--- src/rtl/tcc_pkg.sv ---
package tcc_pkg;

	localparam int unsigned TAB_PITCH = 8;

	localparam logic [7:0] COLUMNS_RESET = 8'd80;
	localparam logic [6:0] ROWS_RESET    = 7'd24;

	// configuration register indexes
	localparam logic [1:0] REG_COLUMNS   = 2'd0;
	localparam logic [1:0] REG_ROWS      = 2'd1;
	localparam logic [1:0] REG_AUTO_WRAP = 2'd2;
	localparam logic [1:0] REG_REL_ORG   = 2'd3;

	typedef enum logic [3:0] {
		CMD_PUT     = 4'd0,
		CMD_MOVETO  = 4'd1,
		CMD_UP      = 4'd2,
		CMD_DOWN    = 4'd3,
		CMD_LEFT    = 4'd4,
		CMD_RIGHT   = 4'd5,
		CMD_HOME    = 4'd6,
		CMD_END     = 4'd7,
		CMD_NEWLINE = 4'd8,
		CMD_TABR    = 4'd9,
		CMD_TABL    = 4'd10,
		CMD_SETTAB  = 4'd11,
		CMD_CLRTAB  = 4'd12,
		CMD_CLRALL  = 4'd13,
		CMD_MARGINS = 4'd14,
		CMD_RESET   = 4'd15
	} cmd_t;

	typedef enum logic [1:0] {
		S_IDLE = 2'd0,
		S_EXEC = 2'd1,
		S_WALK = 2'd2,
		S_DONE = 2'd3
	} state_t;

	typedef enum logic [2:0] {
		TAB_NONE    = 3'd0,
		TAB_SET     = 3'd1,
		TAB_CLR     = 3'd2,
		TAB_CLR_ALL = 3'd3,
		TAB_DEFAULT = 3'd4
	} tab_op_t;

	typedef struct packed {
		logic load;
		logic walk_start;
		logic walk_step;
		logic commit;
	} ctrl_cmd_t;

	typedef struct packed {
		logic need_walk;
		logic walk_done;
	} dp_status_t;

	// saturate a size register to 1..hi
	function automatic logic [8:0] clamp_size(input logic [8:0] v, input logic [8:0] hi);
		logic [8:0] r;
		if (v == 9'd0) begin
			r = 9'd1;
		end else if (v > hi) begin
			r = hi;
		end else begin
			r = v;
		end
		return r;
	endfunction

endpackage

--- src/rtl/tcc_ctrl.sv ---
module tcc_ctrl
	import tcc_pkg::*;
(
	input  logic       clk,
	input  logic       arst_n,
	input  logic       item_valid,
	output logic       item_ready,
	output logic       result_valid,
	input  logic       result_ready,
	input  dp_status_t sts,
	output ctrl_cmd_t  cmd
);

	state_t state_q, state_d;
	logic   out_valid_q;
	logic   slot_free;

	assign slot_free    = !out_valid_q || result_ready;
	assign result_valid = out_valid_q;

	always_ff @(posedge clk or negedge arst_n) begin
		if (!arst_n) begin
			state_q     <= S_IDLE;
			out_valid_q <= 1'b0;
		end else begin
			state_q <= state_d;
			if (cmd.commit) begin
				out_valid_q <= 1'b1;
			end else if (result_ready) begin
				out_valid_q <= 1'b0;
			end
		end
	end

	always_comb begin
		state_d    = state_q;
		item_ready = 1'b0;
		cmd        = '0;
		unique case (state_q)
			S_IDLE: begin
				item_ready = 1'b1;
				if (item_valid) begin
					cmd.load = 1'b1;
					state_d  = S_EXEC;
				end
			end
			S_EXEC: begin
				if (sts.need_walk) begin
					cmd.walk_start = 1'b1;
					state_d        = S_WALK;
				end else if (slot_free) begin
					cmd.commit = 1'b1;
					state_d    = S_IDLE;
				end
			end
			S_WALK: begin
				cmd.walk_step = 1'b1;
				if (sts.walk_done) begin
					state_d = S_DONE;
				end
			end
			S_DONE: begin
				if (slot_free) begin
					cmd.commit = 1'b1;
					state_d    = S_IDLE;
				end
			end
		endcase
	end

endmodule

--- src/rtl/tcc_tab_walker.sv ---
module tcc_tab_walker
	import tcc_pkg::*;
#(
	parameter int MAX_COLS = 128
) (
	input  logic                           clk,
	input  logic                           arst_n,
	input  logic [$clog2(MAX_COLS+1)-1:0]  c_eff,
	input  logic                           start,
	input  logic                           step,
	input  logic                           dir_left,
	input  logic [$clog2(MAX_COLS+1)-1:0]  start_col,
	input  logic [7:0]                     count,
	output logic                           done,
	output logic [$clog2(MAX_COLS+1)-1:0]  res_col,
	input  logic                           op_en,
	input  tab_op_t                        op,
	input  logic [$clog2(MAX_COLS+1)-1:0]  op_col
);

	localparam int CW = $clog2(MAX_COLS + 1);
	localparam int PW = CW + 2;
	localparam int TI = $clog2(MAX_COLS);
	localparam logic signed [PW-1:0] ONE = PW'(1);

	logic [MAX_COLS-1:0]     stops_q;
	logic signed [PW-1:0]    pos_q, pos_d, res, c_s, start_s;
	logic [7:0]              rem_q, rem_d;
	logic                    left_q;
	logic                    hit;

	assign c_s     = $signed({2'b00, c_eff});
	assign start_s = $signed({2'b00, start_col});
	assign res_col = pos_q[CW-1:0];

	// one column per cycle; a stop decrements the remaining count
	always_comb begin
		done  = 1'b0;
		hit   = 1'b0;
		res   = pos_q;
		pos_d = pos_q;
		rem_d = rem_q;
		if (left_q) begin
			if (pos_q[PW-1] || pos_q == '0) begin
				done = 1'b1;
				res  = '0;
			end else begin
				hit = stops_q[pos_q[TI-1:0]];
				if (hit && rem_q == 8'd1) begin
					done = 1'b1;
				end else begin
					pos_d = pos_q - ONE;
					if (hit) begin
						rem_d = rem_q - 8'd1;
					end
				end
			end
		end else begin
			if (pos_q >= c_s) begin
				done = 1'b1;
				res  = c_s - ONE;
			end else begin
				hit = stops_q[pos_q[TI-1:0]];
				if (hit && (rem_q == 8'd1 || pos_q == c_s - ONE)) begin
					done = 1'b1;
				end else begin
					pos_d = pos_q + ONE;
					if (hit) begin
						rem_d = rem_q - 8'd1;
					end
				end
			end
		end
	end

	always_ff @(posedge clk) begin
		if (start) begin
			pos_q  <= dir_left ? start_s - ONE : start_s + ONE;
			rem_q  <= count;
			left_q <= dir_left;
		end else if (step) begin
			pos_q <= done ? res : pos_d;
			rem_q <= rem_d;
		end
	end

	always_ff @(posedge clk or negedge arst_n) begin
		if (!arst_n) begin
			for (int i = 0; i < MAX_COLS; i++) begin
				stops_q[i] <= ((i % TAB_PITCH) == 0);
			end
		end else if (op_en) begin
			unique case (op)
				TAB_NONE: begin
				end
				TAB_SET: stops_q[op_col[TI-1:0]] <= 1'b1;
				TAB_CLR: stops_q[op_col[TI-1:0]] <= 1'b0;
				TAB_CLR_ALL: stops_q <= '0;
				TAB_DEFAULT: begin
					for (int i = 0; i < MAX_COLS; i++) begin
						stops_q[i] <= ((i % TAB_PITCH) == 0);
					end
				end
				default: begin
				end
			endcase
		end
	end

endmodule

--- src/rtl/tcc_datapath.sv ---
module tcc_datapath
	import tcc_pkg::*;
#(
	parameter int MAX_COLS = 128,
	parameter int MAX_ROWS = 64
) (
	input  logic        clk,
	input  logic        arst_n,
	input  logic        cfg_we,
	input  logic [1:0]  cfg_index,
	input  logic [7:0]  cfg_data,
	input  logic [3:0]  command,
	input  logic [7:0]  count,
	input  logic [7:0]  target_col,
	input  logic [7:0]  target_row,
	input  logic        scroll_allowed,
	input  logic [1:0]  symbol_width,
	input  logic [20:0] symbol_code,
	input  logic [7:0]  margin_first,
	input  logic [7:0]  margin_last,
	input  ctrl_cmd_t   cmd,
	output dp_status_t  sts,
	output logic [7:0]  cursor_col,
	output logic [5:0]  cursor_row,
	output logic        write_enable,
	output logic [6:0]  write_col,
	output logic [5:0]  write_row,
	output logic [20:0] write_symbol,
	output logic [1:0]  write_span,
	output logic [6:0]  scroll_up_lines,
	output logic [6:0]  scroll_down_lines
);

	localparam int CW  = $clog2(MAX_COLS + 1);
	localparam int RW  = $clog2(MAX_ROWS);
	localparam int RCW = $clog2(MAX_ROWS + 1);
	localparam logic [8:0] MAXC = 9'(MAX_COLS);
	localparam logic [8:0] MAXR = 9'(MAX_ROWS);
	localparam logic [8:0] ROWS_RST_EFF = (9'(ROWS_RESET) > MAXR) ? MAXR : 9'(ROWS_RESET);

	// configuration and persistent state
	logic [7:0]    columns_q;
	logic [6:0]    rows_q;
	logic          wrap_q, origin_q;
	logic [CW-1:0] col_q;
	logic [RW-1:0] row_q, top_q, bot_q;

	// latched command word
	cmd_t          cmd_q;
	logic [7:0]    count_q, tcol_q, trow_q, mfirst_q, mlast_q;
	logic          scroll_q;
	logic [1:0]    swidth_q;
	logic [20:0]   scode_q;

	logic [CW-1:0]  c_eff;
	logic [RCW-1:0] r_eff;
	logic [8:0]     cfg_c9, cfg_r9;
	logic [CW-1:0]  cfg_col;
	logic [RW-1:0]  cfg_row, cfg_bot;
	logic           size_write;

	// next-state scratch
	logic [9:0] c, r, col, row, top, bot, h, num, last, lim, diff, x, sw, mf;
	logic       scr, we;
	logic [9:0] wc, wr, sup, sdn;
	logic [1:0] wsp;
	tab_op_t    tab_op, walk_op;
	logic       walk_op_en;

	logic          walk_done;
	logic [CW-1:0] walk_col;

	assign c_eff = CW'(clamp_size({1'b0, columns_q}, MAXC));
	assign r_eff = RCW'(clamp_size({2'b00, rows_q}, MAXR));

	assign sts.need_walk = (cmd_q == CMD_TABR || cmd_q == CMD_TABL) && count_q != 8'd0;
	assign sts.walk_done = walk_done;

	// size writes: full region, default stops, cursor pulled inside
	assign size_write = cfg_we && (cfg_index == REG_COLUMNS || cfg_index == REG_ROWS);
	assign cfg_c9 = clamp_size({1'b0, (cfg_index == REG_COLUMNS) ? cfg_data : columns_q}, MAXC);
	assign cfg_r9 = clamp_size({2'b00, (cfg_index == REG_ROWS) ? cfg_data[6:0] : rows_q}, MAXR);
	assign cfg_col = (9'(col_q) >= cfg_c9) ? CW'(cfg_c9 - 9'd1) : col_q;
	assign cfg_row = (9'(row_q) >= cfg_r9) ? RW'(cfg_r9 - 9'd1) : row_q;
	assign cfg_bot = RW'(cfg_r9 - 9'd1);

	always_comb begin
		c    = 10'(c_eff);
		r    = 10'(r_eff);
		col  = 10'(col_q);
		row  = 10'(row_q);
		top  = 10'(top_q);
		bot  = 10'(bot_q);
		h    = bot + 10'd1 - top;
		num  = 10'(count_q);
		scr  = scroll_q;
		last = '0;
		lim  = '0;
		diff = '0;
		x    = '0;
		sw   = '0;
		mf   = '0;
		we   = 1'b0;
		wc   = '0;
		wr   = '0;
		wsp  = '0;
		sup  = '0;
		sdn  = '0;
		tab_op = TAB_NONE;
		unique case (cmd_q)
			CMD_PUT: begin
				if (swidth_q != 2'd0) begin
					sw = (swidth_q == 2'd3) ? 10'd2 : 10'(swidth_q);
					last = (row <= bot || row >= r) ? bot : r - 10'd1;
					if (col >= c) begin
						if (wrap_q) begin
							col = '0;
							row = row + 10'd1;
						end else begin
							col = c - 10'd1;
						end
					end
					if (row > last) begin
						row = last;
						sup = 10'd1;   // region is never empty
					end
					we  = 1'b1;
					wc  = col;
					wr  = row;
					wsp = sw[1:0];
					col = col + sw;
					if (col > c) begin
						col = c;
					end
				end
			end
			CMD_MOVETO: begin
				last = origin_q ? bot : r - 10'd1;
				col  = (10'(tcol_q) >= c) ? c - 10'd1 : 10'(tcol_q);
				x    = origin_q ? top + 10'(trow_q) : 10'(trow_q);
				row  = (x > last) ? last : x;
			end
			CMD_UP: begin
				if (num != '0) begin
					lim  = (row >= top) ? top : '0;
					diff = row - lim;
					if (num > diff) begin
						if (scr) begin
							sdn = (num - diff > h) ? h : num - diff;
						end
						row = lim;
					end else begin
						row = row - num;
					end
				end
			end
			CMD_DOWN, CMD_NEWLINE: begin
				if (cmd_q == CMD_NEWLINE) begin
					num = 10'd1;
					scr = 1'b1;
				end
				lim  = (row <= bot) ? bot + 10'd1 : r;
				diff = lim - row - 10'd1;
				if (num > diff) begin
					if (scr) begin
						sup = (num - diff > h) ? h : num - diff;
					end
					row = lim - 10'd1;
				end else begin
					row = row + num;
				end
				if (cmd_q == CMD_NEWLINE) begin
					col = '0;
				end
			end
			CMD_LEFT: begin
				if (num != '0) begin
					if (num > c) begin
						num = c;
					end
					x   = (col >= c) ? c - 10'd1 : col;
					col = (num > x) ? '0 : x - num;
				end
			end
			CMD_RIGHT: begin
				if (num != '0) begin
					if (num > c) begin
						num = c;
					end
					col = (num + col >= c) ? c - 10'd1 : col + num;
				end
			end
			CMD_HOME: col = '0;
			CMD_END:  col = c - 10'd1;
			CMD_TABR, CMD_TABL: begin
				if (num != '0) begin
					col = 10'(walk_col);
				end
			end
			CMD_SETTAB: begin
				if (col < c) begin
					tab_op = TAB_SET;
				end
			end
			CMD_CLRTAB: begin
				if (col < c) begin
					tab_op = TAB_CLR;
				end
			end
			CMD_CLRALL: tab_op = TAB_CLR_ALL;
			CMD_MARGINS: begin
				mf = (mfirst_q == 8'd0) ? 10'd1 : 10'(mfirst_q);
				if (10'(mlast_q) <= mf || 10'(mlast_q) > r) begin
					top = '0;
					bot = r - 10'd1;
				end else begin
					top = mf - 10'd1;
					bot = 10'(mlast_q) - 10'd1;
				end
			end
			CMD_RESET: begin
				top    = '0;
				bot    = r - 10'd1;
				tab_op = TAB_DEFAULT;
			end
		endcase
	end

	assign walk_op_en = size_write || cmd.commit;
	assign walk_op    = size_write ? TAB_DEFAULT : tab_op;

	tcc_tab_walker #(
		.MAX_COLS (MAX_COLS)
	) u_walker (
		.clk       (clk),
		.arst_n    (arst_n),
		.c_eff     (c_eff),
		.start     (cmd.walk_start),
		.step      (cmd.walk_step),
		.dir_left  (cmd_q == CMD_TABL),
		.start_col (col_q),
		.count     (count_q),
		.done      (walk_done),
		.res_col   (walk_col),
		.op_en     (walk_op_en),
		.op        (walk_op),
		.op_col    (col_q)
	);

	always_ff @(posedge clk or negedge arst_n) begin
		if (!arst_n) begin
			columns_q <= COLUMNS_RESET;
			rows_q    <= ROWS_RESET;
			wrap_q    <= 1'b0;
			origin_q  <= 1'b0;
			col_q     <= '0;
			row_q     <= '0;
			top_q     <= '0;
			bot_q     <= RW'(ROWS_RST_EFF - 9'd1);
		end else if (cfg_we) begin
			unique case (cfg_index)
				REG_COLUMNS:   columns_q <= cfg_data;
				REG_ROWS:      rows_q    <= cfg_data[6:0];
				REG_AUTO_WRAP: wrap_q    <= cfg_data[0];
				REG_REL_ORG:   origin_q  <= cfg_data[0];
			endcase
			if (size_write) begin
				col_q <= cfg_col;
				row_q <= cfg_row;
				top_q <= '0;
				bot_q <= cfg_bot;
			end
		end else if (cmd.commit) begin
			col_q <= CW'(col);
			row_q <= RW'(row);
			top_q <= RW'(top);
			bot_q <= RW'(bot);
		end
	end

	// command word and result word: payload only
	always_ff @(posedge clk) begin
		if (cmd.load) begin
			cmd_q    <= cmd_t'(command);
			count_q  <= count;
			tcol_q   <= target_col;
			trow_q   <= target_row;
			scroll_q <= scroll_allowed;
			swidth_q <= symbol_width;
			scode_q  <= symbol_code;
			mfirst_q <= margin_first;
			mlast_q  <= margin_last;
		end
		if (cmd.commit) begin
			cursor_col        <= col[7:0];
			cursor_row        <= row[5:0];
			write_enable      <= we;
			write_col         <= wc[6:0];
			write_row         <= wr[5:0];
			write_symbol      <= we ? scode_q : '0;
			write_span        <= wsp;
			scroll_up_lines   <= sup[6:0];
			scroll_down_lines <= sdn[6:0];
		end
	end

endmodule

--- src/rtl/terminal_cursor_tab_controller.sv ---
// Cursor and tab-stop engine for a VT100-style text terminal. Each input word
// carries one command (put symbol, absolute or relative cursor moves, home/end,
// newline, tab right/left, tab-stop set/clear, scroll margins, soft reset) and
// yields exactly one result word: the cursor after the command, an optional
// cell write (position, code, span) and the number of lines the margin region
// has to scroll up or down. An accepted command is latched, executed and then
// committed into the result register once the result slot is free; only then
// is the next command taken. Tab right/left with a nonzero count go through
// the tab-stop walker, which visits one column per cycle, before the commit.
// The result register lets the next command be accepted while a result is
// still waiting to be taken; a command completes only once that slot is free.
// Configuration writes (columns, rows, auto_wrap, relative_origin) must be
// issued while the block is idle; writing columns or rows restores full
// margins and the default stops (every eighth column) and pulls the cursor
// inside the new screen. The effective sizes saturate to 1..MAX_COLS/MAX_ROWS.
module terminal_cursor_tab_controller
	import tcc_pkg::*;
#(
	parameter int MAX_COLS = 128,  // tab-stop storage depth
	parameter int MAX_ROWS = 64    // row range of cursor and margins
) (
	input  logic        clk,
	input  logic        arst_n,
	// configuration write port
	input  logic        cfg_we,
	input  logic [1:0]  cfg_index,
	input  logic [7:0]  cfg_data,
	// command channel
	input  logic        item_valid,
	output logic        item_ready,
	input  logic [3:0]  command,
	input  logic [7:0]  count,
	input  logic [7:0]  target_col,
	input  logic [7:0]  target_row,
	input  logic        scroll_allowed,
	input  logic [1:0]  symbol_width,
	input  logic [20:0] symbol_code,
	input  logic [7:0]  margin_first,
	input  logic [7:0]  margin_last,
	// result channel
	output logic        result_valid,
	input  logic        result_ready,
	output logic [7:0]  cursor_col,
	output logic [5:0]  cursor_row,
	output logic        write_enable,
	output logic [6:0]  write_col,
	output logic [5:0]  write_row,
	output logic [20:0] write_symbol,
	output logic [1:0]  write_span,
	output logic [6:0]  scroll_up_lines,
	output logic [6:0]  scroll_down_lines
);

	ctrl_cmd_t  ctl;
	dp_status_t sts;

	// sequencer: accept, execute, optional tab walk, commit into result reg
	tcc_ctrl u_ctrl (
		.clk          (clk),
		.arst_n       (arst_n),
		.item_valid   (item_valid),
		.item_ready   (item_ready),
		.result_valid (result_valid),
		.result_ready (result_ready),
		.sts          (sts),
		.cmd          (ctl)
	);

	// cursor, margins, tab stops and the result word
	tcc_datapath #(
		.MAX_COLS (MAX_COLS),
		.MAX_ROWS (MAX_ROWS)
	) u_dp (
		.clk               (clk),
		.arst_n            (arst_n),
		.cfg_we            (cfg_we),
		.cfg_index         (cfg_index),
		.cfg_data          (cfg_data),
		.command           (command),
		.count             (count),
		.target_col        (target_col),
		.target_row        (target_row),
		.scroll_allowed    (scroll_allowed),
		.symbol_width      (symbol_width),
		.symbol_code       (symbol_code),
		.margin_first      (margin_first),
		.margin_last       (margin_last),
		.cmd               (ctl),
		.sts               (sts),
		.cursor_col        (cursor_col),
		.cursor_row        (cursor_row),
		.write_enable      (write_enable),
		.write_col         (write_col),
		.write_row         (write_row),
		.write_symbol      (write_symbol),
		.write_span        (write_span),
		.scroll_up_lines   (scroll_up_lines),
		.scroll_down_lines (scroll_down_lines)
	);

endmodule
--- config.mk ---
export PLATFORM = sky130hd
export DESIGN_NAME = terminal_cursor_tab_controller
export DESIGN_NICKNAME = d
export VERILOG_FILES = /design/src/rtl/tcc_pkg.sv /design/src/rtl/tcc_ctrl.sv /design/src/rtl/tcc_tab_walker.sv /design/src/rtl/tcc_datapath.sv /design/src/rtl/terminal_cursor_tab_controller.sv
export SDC_FILE = /design/constraint.sdc
export NUM_CORES = 1
export LEC_CHECK = 0
export CAP_MARGIN = 20
export CORE_UTILIZATION = 59
export CTS_CLUSTER_DIAMETER = 100
export DETAILED_ROUTE_END_ITERATION = 7
export DONT_BUFFER_PORTS = 1
export PLACE_DENSITY_LB_ADDON = 0.1
export SYNTH_ARGS = -nofsm -noshare
export SYNTH_HDL_FRONTEND = slang
export SYNTH_SLANG_ARGS = --single-unit
--- constraint.sdc ---
create_clock -name clk -period 8.97 [get_ports clk]
set_input_delay 2.2425 -clock clk [delete_from_list [all_inputs] [get_ports clk]]
set_output_delay 2.2425 -clock clk [all_outputs]
set_load 0.02 [all_outputs]
; After elaboration in Yosys (flattened, before gate mapping)
; Index checks and enable logic that the tools add are counted.
[classes]
addsub = 27
n_lt_le_gt_ge = 28
eq_ne = 43
mux = 128
bitwise_logic = 3
reduce_logical = 43
[op_table]
columns = op, count
row1 = $pmux W128 S4, 1
row2 = $mux W10, 27
row3 = $mux W8, 29
row4 = $and A128 B128 Y128, 1
row5 = $not A128 Y128, 1
row6 = $or A128 B128 Y128, 1
row7 = $mux W6, 19
row8 = $mux W7, 11
row9 = $pmux W8 S8, 1
row10 = $gt A10 B10 Y1, 6
row11 = $eq A4 B4 Y1 const B, 8
row12 = $sub A8 B1 Y9 const B, 3
row13 = $ge A8 B8 Y1, 3
row14 = $logic_not A8 Y1, 3
row15 = $pmux W6 S2, 2
row16 = $pmux W6 S4, 1
row17 = $sub A6 B1 Y6 const B, 4
row18 = $mux W1, 23
row19 = $eq A4 B3 Y1 const B, 4
row20 = $gt A8 B8 Y1 const B, 2
row21 = $lt A7 B8 Y1 const B, 2
row22 = $ne A4 B4 Y1 const B, 4
row23 = $sub A8 B1 Y8 const B, 2
row24 = $add A6 B1 Y7 const B, 2
row25 = other kinds (69), 112
[totals]
regBits = 326
in_bits = 83
word_cells = 304

; Depth between registers and ports, before layout
; Gate-level depths: netlist (run 1).
[logic_depth]
ltp_word = 15
ltp_mapped = 33
mapped_depth_nobuf = 31

; By module
; Synthesis (run 1) repeated with hierarchy kept, for this count alone.
[hier_totals]
hier_cells = 2797
area_unflattened_um2 = 25348.1
[modules_own_cells]
columns = module, n_inst, cells_per_inst, area_per_inst_um2, seq_area_each_um2
row1 = tcc_datapath, 1, 1713, 15773.9, 5079.9
row2 = tcc_tab_walker, 1, 1066, 9410.3, 3793.6
row3 = tcc_ctrl, 1, 18, 163.9, 75.1

; Least setup slack after synthesis (run 1)
; Ideal clock, no wire load.
[synth_path]
path_kind = reg-to-reg
startpoint = register u_dp.columns_q[2]
endpoint = register u_dp.cursor_col[3] (data pin)
setup_time_ps = 255
arrival_time_ps = 6987
required_time_ps = 8715
path_slack_ps = 1729
path_stages_with_launch = 29
path_buffers = 4
synth_period_minus_slack_ps = 7241
path_cell_list = dfrtp_1 > buf_6 > or4_4 > nor3_1 > nor2_1 > nor2_1 > ha_1 > nand2b_1 > a221oi_2 > o21ai_0 > clkbuf_1 > clkbuf_1 > nand2_1 > a21boi_0 > nand2_1 > fa_1 > a2111oi_0 > a31oi_1 > or3_1 > and2_1 > ha_1 > o21a_1 > o22a_1 > a221oi_1 > buf_2 > mux2_1 > a21oi_1 > o211ai_1 > and2_1
[synth_via]
elab_chain_cells = 13
word_cells_on_any_way = 31
[synth_rtl]
columns = item, line_no
row1 = from (decl), tcc_datapath.sv:42  ; logic [7:0] columns_q;
row2 = from (signal assigned), tcc_datapath.sv:262  ; REG_COLUMNS: columns_q <= cfg_data;
row3 = $gt A8 B8 Y1, tcc_pkg.sv:65  ; end else if (v > hi) begin
row4 = $mux W8, tcc_pkg.sv:65
row5 = $mux W8 (*), tcc_pkg.sv:63  ; if (v == 9'd0) begin
row6 = $sub A8 B1 Y9, "tcc_datapath.sv:120, tcc_datapath.sv:181"
row7 = $mux W10, tcc_datapath.sv:116  ; if (wrap_q) begin
row8 = $mux W10, tcc_datapath.sv:115  ; if (col >= c) begin
row9 = $mux W10, tcc_datapath.sv:112  ; if (swidth_q != 2'd0) begin
row10 = $mux W10, tcc_datapath.sv:110  ; unique case (cmd_q)
row11 = $add A10 B2 Y10, tcc_datapath.sv:131  ; col = col + sw;
row12 = $gt A10 B8 Y1, tcc_datapath.sv:132  ; if (col > c) begin
row13 = $mux W8, tcc_datapath.sv:132
row14 = $mux W8, tcc_datapath.sv:112
row15 = $pmux W8 S8 (*), tcc_datapath.sv:110
row16 = named net u_dp.col[3], tcc_datapath.sv:63  ; logic [9:0] c, r, col, row, top, bot, h, num, last, lim, diff, x, sw, mf;
row17 = to (signal assigned), tcc_datapath.sv:295  ; cursor_col <= col[7:0];
row18 = to (decl), tcc_datapath.sv:23  ; output logic [7:0] cursor_col,
; Mark *: on every way through the listed nets, which the timed path passes. The rest lies on a longest branch. The select of a mux whose other input is x is not followed.
; A chain may end at the register's enable or synchronous reset.

; Worst setup path in the final report (run 1)
[layout_path]
startpoint = register u_dp.columns_q[3]
endpoint = register u_dp.cursor_col[3] (data pin)
; The elaborated chain is that of the path after synthesis.

==> results.json, run 1 <==
{
  "status": "complete, no violations",
  "fin_tns_setup_ps": 0,
  "cts_tree": "yes",
  "syn_inst": 2843,
  "syn-mean-instance-area_um2": 8.98,
  "finalHoldViolations": 0,
  "die_area_um2": 44100,
  "p_sw_uw": 6000,
  "hold_class": "reg2reg",
  "initial_core_util": 0.603,
  "crit_slowest_cell": "or4_4",
  "die_y_um": 210,
  "synth_top_cell_area_share": 0.179,
  "vdd_drop_max_mv": 0.385,
  "p_int_uw": 5990,
  "drt_iter0_drc": 2366,
  "crit_path_end": "u_dp.cursor_col[3]",
  "ctsHoldBuffers": 0,
  "root_buffer": "clkbuf_16",
  "io_pins": 150,
  "placed_area_um2": 26000,
  "p_seq_frac": 0.209,
  "worstSetupPathType": "reg2reg",
  "clockPowerShare": 0.133,
  "fin_area_um2": 27300,
  "worstMarginPinSlew_ps": 1110,
  "period_share": 0.833,
  "post_cts_buffers": 0,
  "vias_per_cell": 6.72,
  "clock_latency_ps": 590,
  "period_minus_slack_ps": 7470,
  "grt_pass1_wl_um": 130000,
  "max_freq_mhz": 134,
  "seq_area_frac_synth": 0.351,
  "r2r-start": "u_dp.columns_q[3]",
  "synth_top_area_cell": "edfxtp_1",
  "setup_ws_ps": 1500,
  "clock_skew_ps": 36.5,
  "netlist_area_um2": 25500,
  "maxSlewHeadroom": 0.263,
  "portBuffers": 0,
  "drc": 0,
  "drt_pre_antenna_iters": 8,
  "cp.arrival_ps": 7810,
  "yosys-top-cells-area": "edfxtp_1 (18%), dfrtp_1 (15%), ha_1 (11%)",
  "overflow": 0,
  "finalMaxSlewViolations": 0,
  "gp_congestion": 0.987,
  "fill_cells": 3447,
  "synth_seq_cells": 326,
  "antenna_found_initial": 1,
  "worstSetupStartpointType": "flop",
  "grt_pass1_vias": 22100,
  "drive_gt1_frac": 0.0899,
  "post-place-ws_ps": 1690,
  "ant_nets": 0,
  "max_stage_delay_ps": 620,
  "powerDensity_nw_per_um2": 439,
  "crit_fanout": 13,
  "final_cell_mix": "nand2_1 (349), o21ai_0 (309), ha_1 (227)",
  "rsz0062_at_grt": "false",
  "track_usage": 0.389,
  "numClockSinks": 326,
  "cts.reportedPaths.clkPinSlew_ps": 70,
  "r2r.worst_path.cells": 26,
  "crit_path_end_kind": "flop",
  "rows": 75,
  "crit_start": "u_dp.columns_q[3]",
  "power_leakage_uw": 0.0113,
  "syn2layout_area_growth_pct": 6.88,
  "rr_endpoint": "u_dp.cursor_col[3]",
  "swShare": 0.500,
  "syn_nets": 3165,
  "synth_edf_count": 152,
  "synth_cell_types": 102,
  "required_ps": 9310,
  "die_x_um": 210,
  "wl_per_cell_um": 25.5,
  "grt_max_degree": 175,
  "cts_buffers": 39,
  "ys_warn_count": 0,
  "maxCapViolations": 0,
  "core_um2": 42300,
  "nets": 3107,
  "reg2reg_slack_ps": 1500,
  "ys_async_sr_fraction": 0.534,
  "hpwl_um": 63400,
  "synthFlopType": "edfxtp_1",
  "combPwrFrac": 0.659,
  "wl_um": 86600,
  "h-tree-depth": 2,
  "finalSetupViolations": 0,
  "vias": 22800,
  "clk_path_buf_depth": 3,
  "cts_resized": 0,
  "mostFrequentLayoutCell": "nand2_1"
}
[Yosys cell counts, types with 7 or more instances]
cell type	number
edfxtp_1	152
nand3b_1	8
a21o_1	56
nor3_1	48
a31oi_1	42
nand3_1	60
nor4_1	13
buf_1	13
inv_1	153
a32o_1	9
mux2i_1	49
xor2_1	47
o21ai_1	16
a21oi_1	200
a21boi_0	20
a211oi_1	22
o21ai_0	310
a211o_1	7
dfrtp_1	150
nand4_1	26
nor2b_1	44
nand2_1	349
mux2_2	28
o221ai_1	13
nor2_1	170
o21bai_1	12
ha_1	227
a221oi_1	8
and2_1	18
o22ai_1	8
and3_1	30
mux4_2	41
dfstp_2	24
xnor2_1	60
or3_1	18
buf_2	23
or2_2	18
o31ai_1	14
nand2b_1	34
clkbuf_1	106
fa_1	12
o211ai_1	21
o21a_1	33
[sequential cells by signal, summed over array words and instances (netlist names), 10 cells and up]
name and flops:
u_dp.u_walker.stops_q 128, u_dp.scode_q 21, u_dp.write_symbol 21, u_dp.u_walker.pos_q 10
[cell families (layout without fill, tap and decap cells)]
logic type	count (synthesis)	count (layout)	synth area share
AND/OR/NAND/NOR	864	864	0.159
flip-flops	326	326	0.351
AO/OA/AOI/OAI	880	880	0.216
multiplexers	119	119	0.0682
XOR/XNOR	108	108	0.0376
buffers and inverters	306	277	0.0477
other	1	2	0.000147
adder cells (fa/ha/maj)	239	239	0.121
[per-layer routing]
metal	wire [µm]	up-vias	GRT usage
met5	0	-	0
met4	4930	0	0.215
met3	8790	289	0.0739
met2	39600	1344	0.622
met1	33300	10900	0.499
li1	-	10300	-
[worst min path at each step]
stage	to	slack (ps)	from	cells after the start
final	u_dp.u_walker.stops_q[93]	480	u_dp.u_walker.stops_q[93]	2
after detailed placement	u_dp.u_walker.stops_q[93]	470	u_dp.u_walker.stops_q[93]	2
after global placement	u_dp.u_walker.stops_q[33]	450	u_dp.u_walker.stops_q[33]	2
after floorplan	u_dp.u_walker.stops_q[124]	440	u_dp.u_walker.stops_q[124]	2
after global routing	u_dp.u_walker.stops_q[94]	490	u_dp.u_walker.stops_q[94]	2
after CTS	u_dp.u_walker.stops_q[94]	480	u_dp.u_walker.stops_q[94]	2
[metrics by stage]
| stage | total power [µW] | cells | util | hold slack, ps |
|---|---|---|---|---|
| floorplan | 8100 | 2843 | - | 443 |
| global placement | 10000 | 3319 | 0.615 | 454 |
| detailed placement | 10200 | 3320 | 0.615 | 466 |
| CTS | 11800 | 3390 | 0.644 | 479 |
| global route | 12800 | 3392 | 0.645 | 490 |
| finish | 12000 | 3392 | 0.645 | 476 |
[worst max-delay path: cells and delay by family (launching register included)]
kind                     cells  cell delay (ps)
multiplexers                 1              340
flip-flops                   1              500
buffers and inverters        2              490
AO/OA/AOI/OAI               10             2620
AND/OR/NAND/NOR             10             2180
adder cells (fa/ha/maj)      3             1080
[power by group through the flow]
stage                     clock network (µW)  registers, µW  logic (µW)
after floorplan                            0           2400        5700
after global placement                     0           2500        7520
after detailed placement                   0           2510        7670
after CTS                               1600           2490        7720
after global routing                    1650           2530        8650
final                                   1590           2500        7900
[final cells by class]
cell class              count  area, µm²  share of cell area
multi-input cells        2211      15400               0.564
clock buffers              50       1070              0.0392
well taps                 577        722              0.0265
clock inverters            20        183             0.00670
flip-flops and latches    326       8950               0.328
inverters                 157        589              0.0216
diodes                      1       2.50           0.0000917
repair buffers             50        373              0.0137
Note: power is estimated with default switching activity, not from simulation.
==> run 2, diff against run 1 <==
==> constraint.sdc (replaced) <==
create_clock -name clk -period 6.9 [get_ports clk]
set_input_delay 1.725 -clock clk [delete_from_list [all_inputs] [get_ports clk]]
set_output_delay 1.725 -clock clk [all_outputs]
set_load 0.02 [all_outputs]
==> results.json, run 2 (same netlist as run 1, synthesis figures left out) <==
{
  "powerDensity_nw_per_um2": 580,
  "period_share": 0.957,
  "die_x_um": 210,
  "crit_fanout": 12,
  "vias": 23100,
  "drc": 0,
  "post_cts_buffers": 0,
  "finalSetupViolations": 0,
  "drt_pre_antenna_iters": 6,
  "overflow": 0,
  "reg2reg_slack_ps": 300,
  "clock_latency_ps": 590,
  "wl_um": 87500,
  "hold_class": "reg2reg",
  "die_area_um2": 44100,
  "finalHoldViolations": 0,
  "finalMaxSlewViolations": 0,
  "worstMarginPinSlew_ps": 1050,
  "syn2layout_area_growth_pct": 8.46,
  "io_pins": 150,
  "cts_tree": "yes",
  "gp_congestion": 1.05,
  "ant_nets": 0,
  "crit_path_end_kind": "flop",
  "power_leakage_uw": 0.0115,
  "path_delay_family": "compound AO/OA/AOI/OAI gates",
  "cp.arrival_ps": 6940,
  "initial_core_util": 0.603,
  "multiInputGateArea_um2": 15500,
  "nets": 3135,
  "drt_iter0_drc": 2812,
  "register_area_um2": 8950,
  "clock_skew_ps": 23.2,
  "root_buffer": "clkbuf_16",
  "clk_path_buf_depth": 3,
  "antenna_found_initial": 3,
  "wl_per_cell_um": 25.6,
  "vdd_drop_max_mv": 0.619,
  "final_cell_mix": "nand2_1 (349), o21ai_0 (309), ha_1 (227)",
  "maxCapViolations": 0,
  "die_y_um": 210,
  "track_usage": 0.395,
  "hold_ws_ps": 479,
  "max_freq_mhz": 151,
  "grt_pass1_wl_um": 132000,
  "cts_buffers": 39,
  "portBuffers": 0,
  "h-tree-depth": 2,
  "worstSetupPathType": "reg2reg",
  "status": "complete, no violations",
  "r2r.worst_path.cells": 27,
  "grt_pass1_vias": 22200,
  "total_power_uw": 16100,
  "numClockSinks": 326,
  "crit_slowest_cell": "o41ai_1",
  "vias_per_cell": 6.73,
  "period_minus_slack_ps": 6600,
  "critPathBufInv": 3,
  "cts.reportedPaths.clkPinSlew_ps": 60,
  "path_depth": 27,
  "largest-register": "u_dp.u_walker.stops_q",
  "grt_max_degree": 175,
  "rows": 75,
  "worstHoldPathCells": 2,
  "mostFrequentLayoutCell": "nand2_1",
  "max_stage_delay_ps": 590,
  "core_um2": 42300,
  "fill_cells": 3473,
  "largest_reg_flops": 128,
  "maxSlewHeadroom": 0.301,
  "reg_top3": "u_dp.u_walker.stops_q x128, u_dp.scode_q x21, u_dp.write_symbol x21",
  "hpwl_um": 64200,
  "drive_gt1_frac": 0.105,
  "worstSetupStartpointType": "flop",
  "required_ps": 7230
}
run 2: cell types whose count changed in the layout (fill, tap and decap cells not counted), sizes merged:
| cell | previous run | this run |
|---|---|---|
| buf | 49 | 77 |
| clkinvlp | 0 | 6 |
| clkinv | 17 | 11 |
| diode | 1 | 2 |
| bufinv | 2 | 5 |
| inv | 158 | 157 |
run 2: layer usage:
layer,global-route usage,up-vias,wire [µm]
met5,0,-,13
met4,0.217,2,5320
met3,0.0749,329,8120
met2,0.632,1324,39600
met1,0.507,11100,34400
li1,-,10300,-
run 2: worst paths after layout:
check,from,end
min reg2reg,u_dp.u_walker.stops_q[57],u_dp.u_walker.stops_q[57]
min,u_dp.u_walker.stops_q[57],u_dp.u_walker.stops_q[57]
max,u_dp.columns_q[3],u_dp.cursor_col[3]
max reg2reg,u_dp.columns_q[3],u_dp.cursor_col[3]
min in group asynchronous,arst_n,u_dp.u_walker.stops_q[83]
max in group asynchronous,arst_n,u_dp.bot_q[1]
run 2: stage by stage:
stage	setup WS, ps	util	cell area (µm²)	setup TNS, ps	cells
CTS	216	0.652	27600	0	3419
floorplan	2.14	-	25500	0	2843
global placement	339	0.620	26200	0	3347
finish	297	0.654	27700	0	3423
global route	-8.13	0.654	27700	-8.13	3421
detailed placement	215	0.620	26200	0	3347
run 2: what timing repair did:
item / 4_1_cts / 5_1_grt
endpoints found under the setup margin: 0 / 24
hold buffers: 0 / 0
resized for setup: 0 / 10
run 2: area by class of cell:
type | instances | share of cell area
multi-input combinational | 2211 | 0.559
inverter | 157 | 0.0213
antenna | 2 | 0.000181
clock buffer | 50 | 0.0393
timing repair buffer | 78 | 0.0212
tap | 577 | 0.0261
sequential | 326 | 0.323
clock inverter | 22 | 0.0102
run 2: power by group:
part           leakage, µW  switching (µW)  total [µW]  internal (µW)
registers          0.00372             600        3240           2640
logic              0.00708            6470       10600           4140
clock network     0.000659             898        2220           1320
total               0.0115            7970       16100           8100
run 2: worst reg2reg max path, stage by stage (launching register included):
cell      delay [ps]
dfrtp_1          380
or4_4            570
nor3_1           150
nor2_1            90
nor2_4           180
ha_1             270
nand2b_1         200
a221oi_4         340
o21ai_1          160
buf_4            220
nand2_1           80
a21boi_2         170
nand2_1          130
inv_1             80
ha_1             230
a21oi_1          220
a211oi_1         100
o41ai_1          590
ha_1             370
a21o_1           190
a21oi_1          150
o221ai_1         140
a221oi_2         310
buf_4            240
mux2_1           360
a21oi_1          150
o211ai_1         110
and2_1           200
